==> config.mk <==
export PLATFORM = sky130hd
export DESIGN_NAME = bf3_line_store
export DESIGN_NICKNAME = d
export VERILOG_FILES = /design/src/sv/bf3_pkg.sv /design/src/sv/bf3_line_store.sv
export SDC_FILE = /design/constraint.sdc
export NUM_CORES = 2
export LEC_CHECK = 0
export BUFFER_PORTS_ARGS = -buffer_cell sky130_fd_sc_hd__buf_2
export CAP_MARGIN = 20
export CELL_PAD_IN_SITES_DETAIL_PLACEMENT = 0
export CELL_PAD_IN_SITES_GLOBAL_PLACEMENT = 1
export CORE_MARGIN = 2
export CORE_UTILIZATION = 50
export DETAILED_ROUTE_END_ITERATION = 8
export PLACE_DENSITY = 0.76
export SLEW_MARGIN = 20
export SYNTH_ARGS = -nofsm -noshare
export SYNTH_HDL_FRONTEND = slang
export SYNTH_SLANG_ARGS = --single-unit
export TNS_END_PERCENT = 30
==> constraint.sdc <==
create_clock -name clk -period 2.35 [get_ports clk]
set_input_delay 0.3525 -clock clk [delete_from_list [all_inputs] [get_ports clk]]
set_output_delay 0.3525 -clock clk [all_outputs]
set_load 0.01 [all_outputs]
==> src/sv/bf3_pkg.sv <==
`timescale 1ns / 1ps

package bf3_pkg;

    localparam int PIX_W      = 8;
    localparam int LEN_CFG_W  = 10;
    localparam int CNT_CFG_W  = 11;
    localparam int CFG_DATA_W = 11;
    localparam int OUT_LINE_W = 10;
    localparam int OUT_COL_W  = 9;

    localparam int LINE_LENGTH_RESET = 384;
    localparam int LINE_COUNT_RESET  = 288;
    localparam int MIN_SIZE          = 3;

    // window geometry: three columns, the newest comes straight from the line stores and the incoming pixel
    localparam int WIN_COLS     = 3;
    localparam int STORED_COLS  = WIN_COLS - 1;
    localparam int COL_SUM_W    = 10;
    localparam int SUM_W        = 12;

    // divide by nine as a multiply by ceil(2^16 / 9), exact for sums up to 9 * 255
    localparam int RECIP_W      = 13;
    localparam int RECIP_SHIFT  = 16;
    localparam logic [RECIP_W-1:0] RECIP_NINE = 13'd7282;
    localparam int PROD_W       = SUM_W + RECIP_W;

    typedef enum logic
    {
        REG_LINE_LENGTH = 1'b0,
        REG_LINE_COUNT  = 1'b1
    } reg_index_t;

    typedef struct packed
    {
        logic [PIX_W-1:0] pixel;
        logic             frame_start;
    } pixel_beat_t;

    typedef struct packed
    {
        logic [PIX_W-1:0]      smoothed;
        logic [OUT_LINE_W-1:0] out_line;
        logic [OUT_COL_W-1:0]  out_column;
        logic                  frame_done;
    } result_beat_t;

    typedef struct packed
    {
        logic [PIX_W-1:0] upper;
        logic [PIX_W-1:0] middle;
        logic [PIX_W-1:0] lower;
    } column_t;

endpackage

==> src/sv/bf3_line_store.sv <==
`timescale 1ns / 1ps

module bf3_line_store
    import bf3_pkg::*;
#(
    parameter int DEPTH = 512
)
(
    input  logic                     clk,
    input  logic                     wr_en,
    input  logic [$clog2(DEPTH)-1:0] wr_addr,
    input  logic [PIX_W-1:0]         wr_data,
    input  logic                     rd_en,
    input  logic [$clog2(DEPTH)-1:0] rd_addr,
    output logic [PIX_W-1:0]         rd_data
);

    logic [PIX_W-1:0] mem [DEPTH];
    logic [PIX_W-1:0] rd_data_reg;

    always_ff @(posedge clk)
    begin
        if (wr_en)
        begin
            mem[wr_addr] <= wr_data;
        end
        if (rd_en)
        begin
            rd_data_reg <= mem[rd_addr];
        end
    end

    assign rd_data = rd_data_reg;

endmodule

==> metrics.md <==
| Metric | Value |
|---|---|
| TritonCTS Buffers | 403 |
| CTS Sinks | 4104 |
| Met3 usage | 4.94% |
| Critical Path AT | 3.31 ns |
| CTS tree | yes |
| CP startpoint kind | primary input |
| Core Box Area | 318000 sq um |
| Failing checks | negative setup slack |
| Max FFs per register | 4096 |
| Largest net degree at the start of global routing | 117 |
| Clk_lat worst skew | 0.92 ns |
| DRC | 0 |
| RR Startpoint | mem[285][1] |
| Ys flop type | edfxtp_1 |
| GRT overflow | 0 |
| Post-synth EDFFs | 4104 |
| Critical path endpoint category | flop |
| M1 GR Usage | 36.5% |
| Antenna violations before repair | 22 |
| Via density | 6.23 |
| Dpl cell area | 177000 sq um |
| Slew HR | 32.0% |
| Hold Path Class | primary input to flop |
| Hold Startpoint | rd_addr[3] |
| Root buf cell | clkbuf_16 |
| Mapped Cells | 8030 |
| Initial drt markers | 11200 |
| # IOs | 37 |
| Starting Density | 50.3% |
| Clock skew | 0.0461 ns |
| Clock Pin Slew Worst Setup and Hold Paths | 0.06 ns |
| Status | finished, violations left |
| Wire length per cell | 30.5 microns |
| Port Buf Inserts | 36 |
| Final ANT Viol Nets | 0 |
| Synth Area per Inst | 19.9 sq um |
| H-tree Lvls | 5 |
| Die area | 325000 sq um |
| Area Overhead vs Synth | 18.9% |
| Worst hold path depth | 4 |
| Die X | 570 microns |
| RSZ-0062 raised after global routing | yes |
| Crit Path Class | primary input to flop |
| Gr usage total | 26.1% |
| WHS Endpoint | rd_data[0] |
| Vias | 87400 |
| Total Wirelength | 428 mm |
| Final hold vios | 0 |
| Met2 Usage GRT | 41.2% |
| Synth cell types | 50 |
| Final min period | 2.52 ns |
| VDD IR max | 0.717 mV |
| Vias in the first global route | 87300 |
| Reg-to-reg endpoint | rd_data[1] |
| Yosys reg bits | 4104 |
| Max-cap check violation count | 0 |
| Pwr/cell area | 799 nW/um^2 |
| Post-DP HPWL | 277 mm |
| Syn nets | 8059 |
| Worst Tran Pin Value | 1.01 ns |
| Max Transition Viols Final | 0 |
| Critical path peak fanout | 31 |
| Seq/Total Area, Yosys | 77.0% |
| # rows | 207 |
| R2R Setup Slk | -0.16 ns |
| WHS | 0.289 ns |
| First-pass GRT wire length | 614 mm |
| Critical path required time | 3.13 ns |
| Crit share post-route | 107% |
| Fill count | 22300 |
| FF/Latch Area | 123000 sq um |
| P_leak | 0.0635 uW |
| CTS Buffer Depth | 4 |
| TNS Setup | -0.778 ns |
| Worst r2r path cells | 6 |
| Cells after DPL | 13300 |
| Final Cell Area | 190000 sq um |
| Most used routing layer | met2 |
| TritonRoute pass-1 iters | 7 |
| Synth warn | 0 |
| Area of the multi-input gates | 34600 sq um |
| Cell Area, Synth | 160000 sq um |
| Layout Utilization | 59.7% |
| Setup violations, final | 8 |
| Worst setup slack after layout | -0.174 ns |
| Post-synth ARST share | 0% |
| FMAX | 0.396 GHz |
| RePlAce Congestion | 0.899 |
| Finished Layout Cells | 14000 |
| Fraction of layout cells with a size suffix above 1 | 29.4% |
| Height of the die | 570 microns |
| # nets final | 9528 |
-- critical path, stage by stage --
cell and delay, ns:
buf_8 0.13, buf_4 0.14, nand2b_4 0.17, buf_12 0.22, buf_12 0.21, buf_4 0.17, o221ai_1 0.29, o31ai_2 0.15
nor4_1 0.35, nand4_1 0.40, o21ai_0 0.20, buf_4 0.20, o2111a_1 0.20
-- cell type report --
type	instances	share of cell area (%)
Antenna cell	13	0.0171
Multi-Input combinational cell	3410	18.2
Tap cell	4180	2.75
Inverter	3	0.00987
Sequential cell	4104	64.8
Clock buffer	489	5.55
Clock inverter	243	1.14
Timing Repair Buffer	1577	7.55
-- worst max path at each step --
stage	start	to	cells after the start
after floorplan	rd_addr[0]	rd_data[4]	10
after global placement	rd_addr[1]	rd_data[4]	12
after detailed placement	rd_addr[1]	rd_data[4]	12
after CTS	mem[436][7]	rd_data[7]	7
after global routing	mem[283][1]	rd_data[1]	7
final	rd_addr[1]	rd_data[4]	13
-- synthesized netlist by cell type, types with 6 or more instances --
cell      number  share of area [%]
nor2_1       597                1.4
nor4_1        36               0.14
a22oi_1       61               0.29
buf_1         41              0.096
buf_8         11               0.10
a21oi_1      194               0.61
o31ai_1       13              0.061
nand3_1       36               0.11
and2_1        20              0.078
buf_4         70               0.33
o41ai_1        7              0.038
nand4_1       32               0.13
o2111a_1       8              0.056
o22ai_1      163               0.64
clkbuf_1     265               0.62
or3_1          6              0.023
o221ai_1     371                2.0
o21ai_0      118               0.37
edfxtp_1    4104                 77
buf_2         57               0.18
mux4_2       654                9.2
nor3_1       109               0.34
nor2b_1        6              0.023
nand2_1      111               0.26
nor3b_1        8              0.038
a211oi_1      17              0.080
buf_6         64               0.45
mux2i_1      797                5.0
-- cell families (layout without fill, tap and decap cells) --
group | after synthesis | count (layout) | synth area share, %
AOI/OAI and AO/OA | 979 | 979 | 4.31
buffers and inverters | 516 | 2312 | 1.85
DFF | 4104 | 4104 | 77.0
muxes | 1451 | 1451 | 14.2
other | 0 | 13 | 0
and+or+nand+nor | 980 | 980 | 2.63
-- cell usage in the layout (no fill, tap or decap), types with 13 or more instances in the layout --
cell type and instances:
edfxtp_1 4104, buf_4 1335, mux2i_1 796, mux4_2 654, nor2_1 594, clkbuf_16 410, o221ai_1 348, buf_12 191
a21oi_1 190, o22ai_1 159, o21ai_0 107, nor3_1 104, clkinv_1 103, nand2_1 96, clkbuf_1 79, clkinv_2 75
a22oi_1 60, bufinv_16 37, nand4_1 32, nand3_1 30, o221ai_2 24, buf_2 24, and2_1 20, nor4_2 17
a211oi_1 15, diode_2 13, clkinvlp_4 13
-- report_power, final --
group / leakage, uW / switching [uW] / internal (uW)
Sequential: 0.0369 / 73.9 / 80600
Combinational: 0.0204 / 5370 / 3310
Clock: 0.00621 / 26700 / 35900
Total: 0.0635 / 32100 / 120000
-- what timing repair did --
action	CTS	global route
setup endpoints to repair	8	8
pin swaps	18	3
hold buffers	9	0
endpoints found under the hold margin	269	0
buffers inserted	1	0
gates cloned	1	0
resized for setup	94	24
-- metal layers --
metal,vias up,share of wire (%)
met4,6,4.1
met2,4699,47
met1,45500,39
met5,-,0.010
li1,36400,-
met3,802,9.8
-- per-stage QoR --
stage,total power (uW),setup WS [ns]
finish,152000,-0.174
global route,156000,-0.157
CTS,153000,-0.0827
detailed placement,90700,-1.62
global placement,90500,-1.66
floorplan,86100,-0.0215
Power figures use the tool's default switching activity.
