==> config.mk <==
export PLATFORM = sky130hd
export DESIGN_NAME = bf3_column_cell
export DESIGN_NICKNAME = d
export VERILOG_FILES = /design/src/sv/bf3_pkg.sv /design/src/sv/bf3_column_cell.sv
export SDC_FILE = /design/constraint.sdc
export NUM_CORES = 1
export LEC_CHECK = 0
export BUFFER_PORTS_ARGS = -buffer_cell sky130_fd_sc_hd__buf_2
export CORE_MARGIN = 2
export CORE_UTILIZATION = 45
export CTS_BUF_LIST = sky130_fd_sc_hd__clkbuf_16
export CTS_CLUSTER_DIAMETER = 200
export DETAILED_ROUTE_END_ITERATION = 8
export MAX_ROUTING_LAYER = met4
export PLACE_DENSITY = 0.75
export SLEW_MARGIN = 30
export SYNTH_ARGS = -nofsm -noshare
export SYNTH_HDL_FRONTEND = slang
export SYNTH_SLANG_ARGS = --single-unit
==> constraint.sdc <==
create_clock -name clk -period 8.6 [get_ports clk]
set_clock_uncertainty 0.1 [all_clocks]
set_input_delay 0.86 -clock clk [delete_from_list [all_inputs] [get_ports clk]]
set_output_delay 0.86 -clock clk [all_outputs]
set_load 0.1 [all_outputs]
==> src/sv/bf3_pkg.sv <==
`timescale 1ns / 1ps

package bf3_pkg;

    localparam int PIX_W      = 8;
    localparam int LEN_CFG_W  = 10;
    localparam int CNT_CFG_W  = 11;
    localparam int CFG_DATA_W = 11;
    localparam int OUT_LINE_W = 10;
    localparam int OUT_COL_W  = 9;

    localparam int LINE_LENGTH_RESET = 384;
    localparam int LINE_COUNT_RESET  = 288;
    localparam int MIN_SIZE          = 3;

    // window geometry: three columns, the newest comes straight from the line stores and the incoming pixel
    localparam int WIN_COLS     = 3;
    localparam int STORED_COLS  = WIN_COLS - 1;
    localparam int COL_SUM_W    = 10;
    localparam int SUM_W        = 12;

    // divide by nine as a multiply by ceil(2^16 / 9), exact for sums up to 9 * 255
    localparam int RECIP_W      = 13;
    localparam int RECIP_SHIFT  = 16;
    localparam logic [RECIP_W-1:0] RECIP_NINE = 13'd7282;
    localparam int PROD_W       = SUM_W + RECIP_W;

    typedef enum logic
    {
        REG_LINE_LENGTH = 1'b0,
        REG_LINE_COUNT  = 1'b1
    } reg_index_t;

    typedef struct packed
    {
        logic [PIX_W-1:0] pixel;
        logic             frame_start;
    } pixel_beat_t;

    typedef struct packed
    {
        logic [PIX_W-1:0]      smoothed;
        logic [OUT_LINE_W-1:0] out_line;
        logic [OUT_COL_W-1:0]  out_column;
        logic                  frame_done;
    } result_beat_t;

    typedef struct packed
    {
        logic [PIX_W-1:0] upper;
        logic [PIX_W-1:0] middle;
        logic [PIX_W-1:0] lower;
    } column_t;

endpackage

==> src/sv/bf3_column_cell.sv <==
`timescale 1ns / 1ps

module bf3_column_cell
    import bf3_pkg::*;
(
    input  logic                 clk,
    input  logic                 rst_n,
    input  logic                 shift,
    input  column_t              col_in,
    output column_t              col_out,
    output logic [COL_SUM_W-1:0] col_sum
);

    column_t col_reg;

    always_ff @(posedge clk or negedge rst_n)
    begin
        if (!rst_n)
        begin
            col_reg <= '0;
        end
        else if (shift)
        begin
            col_reg <= col_in;
        end
    end

    assign col_out = col_reg;
    assign col_sum = COL_SUM_W'(col_reg.upper) + COL_SUM_W'(col_reg.middle)
                   + COL_SUM_W'(col_reg.lower);

endmodule

==> results of run 1 <==
## metrics by stage
step	hold slack [ps]	area (um^2)	setup WS, ps
4_1_cts	440.3	1971	4315
3_5_place_dp	424.5	1892	4607
2_1_floorplan	464.4	1549	3205
3_3_place_gp	414.9	1892	4710
5_1_grt	460.4	1971	4141
6_report	436.2	1971	4323
## area by class of cell
class | instances | area [um^2] | area share
multi-input combinational | 102 | 907.1 | 0.4603
sequential | 24 | 600.6 | 0.3048
inverter | 7 | 26.28 | 0.01333
clock inverter | 1 | 3.754 | 0.001905
clock buffer | 3 | 75.07 | 0.03810
timing repair buffer | 60 | 300.3 | 0.1524
tap | 46 | 57.56 | 0.02921
## placed cells by master (no fill, tap or decap), drive strengths merged, types with 3 or more instances in the layout
cell    count
mux2       22
nand3       4
nor3        3
xnor2       7
buf        60
dfrtp      24
ha         17
a21oi      12
clkbuf      3
nand2       6
nor2        4
xor2        6
a21o        3
inv         7
## worst max path at each step
stage | startpoint | to | slack (ps) | cells after the start
final | col_out[8] | col_sum[7] | 4320 | 14
after global routing | col_out[16] | col_sum[7] | 4140 | 14
after CTS | col_out[8] | col_sum[7] | 4320 | 14
after detailed placement | col_out[8] | col_sum[7] | 4610 | 14
after global placement | col_out[8] | col_sum[8] | 4710 | 14
after floorplan | col_out[16] | col_sum[8] | 3200 | 13
## kinds of logic (layout without fill, tap and decap cells)
logic type	count (synthesis)	in the layout	share of synthesized area
multiplexers	22	22	0.1599
XOR/XNOR	13	13	0.07351
adder cells (fa/ha/maj)	19	19	0.1632
AO/OA/AOI/OAI	25	25	0.1147
flip-flops	24	24	0.3877
AND/OR/NAND/NOR	23	23	0.07432
buffers and inverters	10	71	0.02666
## critical path, cell delays in order (launching register included)
cell and delay, ps:
sky130_fd_sc_hd__dfrtp_1 370, sky130_fd_sc_hd__ha_1 170, sky130_fd_sc_hd__inv_1 50, sky130_fd_sc_hd__fa_1 390
sky130_fd_sc_hd__nand2b_1 170, sky130_fd_sc_hd__nand2b_1 70, sky130_fd_sc_hd__a21oi_1 70, sky130_fd_sc_hd__xnor2_1 130
sky130_fd_sc_hd__ha_1 390, sky130_fd_sc_hd__nand3_1 120, sky130_fd_sc_hd__o211ai_2 210, sky130_fd_sc_hd__nor4_1 80
sky130_fd_sc_hd__nor3_2 210, sky130_fd_sc_hd__xor2_1 180, sky130_fd_sc_hd__buf_2 450
## per-layer routing
metal	wire length (um)	global-route usage	share of wire
met1	1413	0.2211	0.45
met2	1521	0.2944	0.48
met3	200	0.04324	0.063
met4	36	0.06111	0.011
met5	0	-	0
==> implementation parameters, run 1 <==
Parameter                              Value

Routing
  Post-detailed-routing wire length    3171 um
  Routed len/inst    13.05 um
  Pre-antenna DRT Iters    4
  Final antenna-violating net count    0
  Number of vias in the routed layout    1232
  DR vias/cell    a little over 5
  DRC errors left    0
  DRC marker count from the first detailed-route iteration    39

Min path
  Endpoint of the worst hold-timing path    col_out[16]
  Hold Path Origin    col_out[16]
  Worst hold-check path type    register to register
  Worst hold path cell count    1

Die
  Initial cell density of the core    0.4679
  Number of placement rows    21
  Core Region    0.003311 mm^2
  I/O pin total    61
  Chip height    ~63 um
  Chip Width    between 60 and 70 um
  Die outline area    0.003928 mm^2

Timing
  Total count of hold-check failures in the final report    0
  Final period demand of the worst path    4277 ps
  Highest clock rate    233.8 MHz
  Portion of the clock cycle consumed by the worst path in the final layout    0.4973
  Total Neg Setup Slack    0 ps
  Unrepaired setup endpoints after global routing    no
  Relative slew margins    0.6343
  Endpoints failing setup    0
  Measured slew at the worst slew-check pin    548.6 ps
  Max-slew violation count    0

Run
  Max-capacitance violation count    0

Clock network
  Post-cts resize count    0
  H-tree depth    1
  Clock-pin transition on the worst setup and hold timing paths    60 ps
  Root Buffer    sky130_fd_sc_hd__clkbuf_16
  # clock sinks    24
  CTS tree    built
  Quantity of hold-fixing buffers added after cts    0
  Number of setup buffers added after CTS    0
  Clock latency reported for the late side of the worst-skew pair    260 ps
  TritonCTS buffer count    3
  Clock buffer depth    2

Yosys
  Netlist Area Pre-Place    about 0.0015 mm^2
  Cell taking the most area after synthesis    sky130_fd_sc_hd__dfrtp_1
  Mean post-synth cell area    approximately 11 um^2
  Leading post-synthesis cells by cell area    sky130_fd_sc_hd__dfrtp_1, sky130_fd_sc_hd__mux2_2, sky130_fd_sc_hd__ha_1
  Sequential-to-total area share from yosys stat    0.3877
  Leading cell type by number of instances after synthesis    sky130_fd_sc_hd__dfrtp_1
  Area fraction of the dominant cell type after synthesis    0.3877
  Cell types with the highest counts after synthesis    sky130_fd_sc_hd__dfrtp_1, sky130_fd_sc_hd__mux2_2, sky130_fd_sc_hd__ha_1
  Asr flop ratio synth    1.000
  Post-synthesis cell count    136
  Yosys warning count    0
  Flip-flop and latch count after synthesis    24
  Unique masters post-synth    30
  Synth Net Count    approximately 180
  Main synth FF type    sky130_fd_sc_hd__dfrtp_1
  Number of synthesized flops with an enable pin    0

Global routing
  Number of antenna violations at the first check in global routing    0
  Global-route total usage across every layer    0.1806
  Vias in the first global route    ~1200
  Pin count of the biggest net entering global routing    27
  First-pass GRT wire length    5499 um
  Total grt overflow    0

Setup path
  Maximum fanout along the worst path    6
  Data arrival time of the critical path    3320 ps
  Kind of start point of the critical path    register
  Type of destination of the critical path    output port
  Endpoint of the most critical register-to-register path    col_out[1]
  Required time of the worst setup path    between 7000 and 8000 ps
  Worst setup slack for register-to-register paths    7680 ps
  Worst setup path category    register to output port
  Worst-case reg-to-reg path depth    1
  Crit Reg-Reg Startpoint    col_out[1]

Place
  Count of buffers from port buffering    60
  Detailed placement HPWL    2529 um
  Routability cong.    between 0.9 and 1
  Cell Count Post-Placement    between 200 and 250

Final layout
  Fraction of layout instances using a drive strength above 1    0.4670
  Count of placed standard cells in the final layout, fillers left out    243
  Layout overhead on the synthesized area    27.22%
  Total inserted antenna cells    0
  FILL cells    296
  Max FFs per register    24
  NumNets Final    244
  Core Util, Final    0.5952

Run status
  Result of the run    complete, no violations
Power of run 1 is not shown: default switching activity piles up to over one toggle a cycle in this logic, so the estimate is an artifact.
==> run 2, diff against run 1 <==
--- a/config.mk
+++ b/config.mk
@@ -5,6 +5,7 @@
 export SDC_FILE = /design/constraint.sdc
 export NUM_CORES = 1
 export LEC_CHECK = 0
+export ABC_AREA = 1
 export BUFFER_PORTS_ARGS = -buffer_cell sky130_fd_sc_hd__buf_2
 export CORE_MARGIN = 2
 export CORE_UTILIZATION = 45
@@ -12,7 +13,7 @@
 export CTS_CLUSTER_DIAMETER = 200
 export DETAILED_ROUTE_END_ITERATION = 8
 export MAX_ROUTING_LAYER = met4
-export PLACE_DENSITY = 0.75
+export PLACE_DENSITY = 0.77
 export SLEW_MARGIN = 30
 export SYNTH_ARGS = -nofsm -noshare
 export SYNTH_HDL_FRONTEND = slang
==> constraint.sdc (replaced) <==
create_clock -name clk -period 3.9 [get_ports clk]
set_clock_uncertainty 0.1 [all_clocks]
set_input_delay 0.39 -clock clk [delete_from_list [all_inputs] [get_ports clk]]
set_output_delay 0.39 -clock clk [all_outputs]
set_load 0.1 [all_outputs]
==> implementation parameters, run 2 <==
Parameter                              Value

Yosys
  Synth Net Count    233 (+28%)
  Leading post-synthesis cells by cell area    sky130_fd_sc_hd__dfrtp_1, sky130_fd_sc_hd__mux2_2, sky130_fd_sc_hd__ha_1
  Sequential-to-total area share from yosys stat    0.3566 (-0.03111)
  Fraction of synthesized area in multiplexers    0.1493 (-0.01060)
  Cell types with the highest counts after synthesis    sky130_fd_sc_hd__nand2_1, sky130_fd_sc_hd__dfrtp_1, sky130_fd_sc_hd__mux2_2
  Post-synthesis cell count    187 (+38%)
  Cell taking the most area after synthesis    sky130_fd_sc_hd__dfrtp_1
  Area fraction of the dominant cell type after synthesis    0.3566 (-0.03111)
  Unique masters post-synth    21 (-30%)
  Leading cell type by number of instances after synthesis    sky130_fd_sc_hd__nand2_1
  Post-synthesis compound-gate area fraction    0.04458 (-0.07012)
  Synth Area in Simple Gates    0.1984 (+0.1241)
  Post-Synth XOR/XNOR Area    0.03640 (-0.03710)
  Mean post-synth cell area    9.006 um^2 (-21%)
  Flip-flop and latch count after synthesis    24 (unchanged)
  Main synth FF type    sky130_fd_sc_hd__dfrtp_1
  Dominant combinational cell family by area after synthesis    simple AND/OR/NAND/NOR gates
  Number of synthesized flops with an enable pin    0 (unchanged)
  Netlist Area Pre-Place    0.001684 mm^2 (+8.7%)
  Yosys warning count    0 (unchanged)
  Share of synthesized cell area in full adder, half adder and majority cells    0.1501 (-0.01309)
  Asr flop ratio synth    1.000 (unchanged)

Timing
  Final period demand of the worst path    3544 ps
  Total Neg Setup Slack    0 ps (unchanged)
  Highest clock rate    282.2 MHz
  Tightest hold margin    2.650 ps (-433.5 ps)
  Total count of hold-check failures in the final report    0 (unchanged)
  Endpoints failing setup    0 (unchanged)
  Portion of the clock cycle consumed by the worst path in the final layout    0.9088
  Max-slew violation count    0 (unchanged)
  Unrepaired setup endpoints after global routing    no
  Relative slew margins    0.6399 (+0.005674)
  Measured slew at the worst slew-check pin    540.1 ps (-8.511 ps)

Setup path
  Endpoint of the most critical register-to-register path    col_out[1]
  Kind of start point of the critical path    register
  Required time of the worst setup path    3410 ps (-4230 ps)
  Worst setup slack for register-to-register paths    2990 ps (-4690 ps)
  Worst-case reg-to-reg path depth    1 (unchanged)
  Crit Reg-Reg Startpoint    col_out[1]
  Data arrival time of the critical path    3050 ps (-270 ps)
  Maximum fanout along the worst path    4 (-2)
  Worst setup path category    register to output port
  Type of destination of the critical path    output port
  Worst Setup SP    col_out[8]

Final layout
  Layout overhead on the synthesized area    26.52%
  Most common library cell in the layout ignoring fill and taps    sky130_fd_sc_hd__buf_2
  Total inserted antenna cells    0 (unchanged)
  Fraction of layout instances using a drive strength above 1    0.3952 (-0.07184)
  Most used cells in the layout excluding fill and tap cells    sky130_fd_sc_hd__buf_2, sky130_fd_sc_hd__nand2_1, sky130_fd_sc_hd__inv_1, sky130_fd_sc_hd__mux2_2, sky130_fd_sc_hd__dfrtp_1
  NumNets Final    295 (+21%)
  Multi-input gate area in the final layout    0.001012 mm^2 (+12%)
  FF+latch area    604.3 um^2 (+0.63%)
  Max FFs per register    24 (unchanged)
  FILL cells    345 (+17%)

Routing
  Final antenna-violating net count    0 (unchanged)
  Routed len/inst    11.97 um (-8.3%)
  DRC marker count from the first detailed-route iteration    44 (+13%)
  Post-detailed-routing wire length    3542 um (+12%)
  Pre-antenna DRT Iters    4 (unchanged)
  DR vias/cell    4.895 (-3.4%)
  Number of vias in the routed layout    1449 (+18%)
  DRC errors left    0 (unchanged)

Clock network
  Post-cts resize count    0 (unchanged)
  Clock buffer depth    2 (unchanged)
  Root Buffer    sky130_fd_sc_hd__clkbuf_16
  TritonCTS buffer count    3 (unchanged)
  Quantity of hold-fixing buffers added after cts    0 (unchanged)
  Number of setup buffers added after CTS    0 (unchanged)
  H-tree depth    1 (unchanged)
  # clock sinks    24 (unchanged)
  Clock-pin transition on the worst setup and hold timing paths    60 ps (about the same)
  CTS tree    built
  Clock latency reported for the late side of the worst-skew pair    260 ps (about the same)

Global routing
  Number of antenna violations at the first check in global routing    0 (unchanged)
  Global-route total usage across every layer    0.1910 (+0.01039)
  Vias in the first global route    1461 (+17%)
  Pin count of the biggest net entering global routing    27 (unchanged)
  Total grt overflow    0 (unchanged)
  First-pass GRT wire length    6147 um (+12%)

Power
  Worst IR Drop VDD    0.3328 mV
  Power per Cell Area    830.3 mW/mm^2
  Lkg Pwr    1.157 nW

Die
  Chip Width    65.18 um (+4.0%)
  Die outline area    0.004248 mm^2 (+8.2%)
  Number of placement rows    22 (+4.8%)
  I/O pin total    61 (unchanged)
  Initial cell density of the core    0.4635 (-0.004378)
  Chip height    65.18 um (+4.0%)
  Core Region    0.003633 mm^2 (+9.8%)

Place
  Detailed placement HPWL    2800 um (+11%)
  Routability cong.    0.8709 (-3.9%)
  Count of buffers from port buffering    60 (unchanged)

Run
  Max-capacitance violation count    0 (unchanged)

Run status
  Result of the run    complete, no violations

Min path
  Worst hold-check path type    input pin to async pin
run 2: final cells by class:
type	instances	share of cell area
inverters	20	0.03523
repair buffers	60	0.1409
flip-flops and latches	24	0.2836
clock buffers	3	0.03523
well taps	48	0.02819
multi-input cells	140	0.4750
clock inverters	1	0.001762
run 2: worst max path at each step:
stage | to | slack (ps) | depth (start not counted)
final | col_sum[7] | 360 | 13
after global routing | col_sum[8] | 120 | 16
after global placement | col_sum[7] | 700 | 13
after detailed placement | col_sum[7] | 630 | 13
after floorplan | col_sum[5] | -100 | 9
after CTS | col_sum[7] | 330 | 13
run 2: kinds of logic after synthesis:
family | Yosys count
xor gates and xnor gates | 7
AOI/OAI and AO/OA | 13
and+or+nand+nor | 79
adders and majority gates | 19
muxes | 22
buffers and inverters | 23
DFF | 24
run 2: worst max-delay path, stage by stage (launching register included):
cell	delay, ps
sky130_fd_sc_hd__dfrtp_2	370
sky130_fd_sc_hd__ha_1	170
sky130_fd_sc_hd__inv_1	60
sky130_fd_sc_hd__fa_1	400
sky130_fd_sc_hd__nand3b_1	190
sky130_fd_sc_hd__nand2_2	120
sky130_fd_sc_hd__xor2_1	150
sky130_fd_sc_hd__ha_1	310
sky130_fd_sc_hd__a21oi_1	260
sky130_fd_sc_hd__nor2_1	70
sky130_fd_sc_hd__nor2_1	130
sky130_fd_sc_hd__nand3_1	80
sky130_fd_sc_hd__nand2_1	70
sky130_fd_sc_hd__buf_2	420
run 2: report_power, final:
group	internal [mW]	total [mW]	switching, mW
logic	0.245	1.25	1.00
registers	0.274	0.296	0.0215
clock network	0.137	0.226	0.0890
run 2: per-layer routing:
metal | track usage | vias up | share of wire
met1 | 0.2313 | 657 | 0.44
met2 | 0.3189 | 47 | 0.48
met3 | 0.02740 | 7 | 0.054
li1 | - | 738 | -
met4 | 0.08333 | 0 | 0.020
met5 | - | - | 0
run 2: per-stage QoR:
step	util	instance area [um^2]	setup WS (ps)	total power, mW	std cells
after floorplan	-	1725	-97.55	1.382	187
after global placement	0.5647	2052	702.7	1.537	292
after detailed placement	0.5647	2052	627.6	1.549	292
after CTS	0.5864	2131	331.6	1.776	296
after global routing	0.5864	2131	115.7	1.861	296
final	0.5864	2131	355.9	1.769	296
Power figures use the tool's default switching activity.
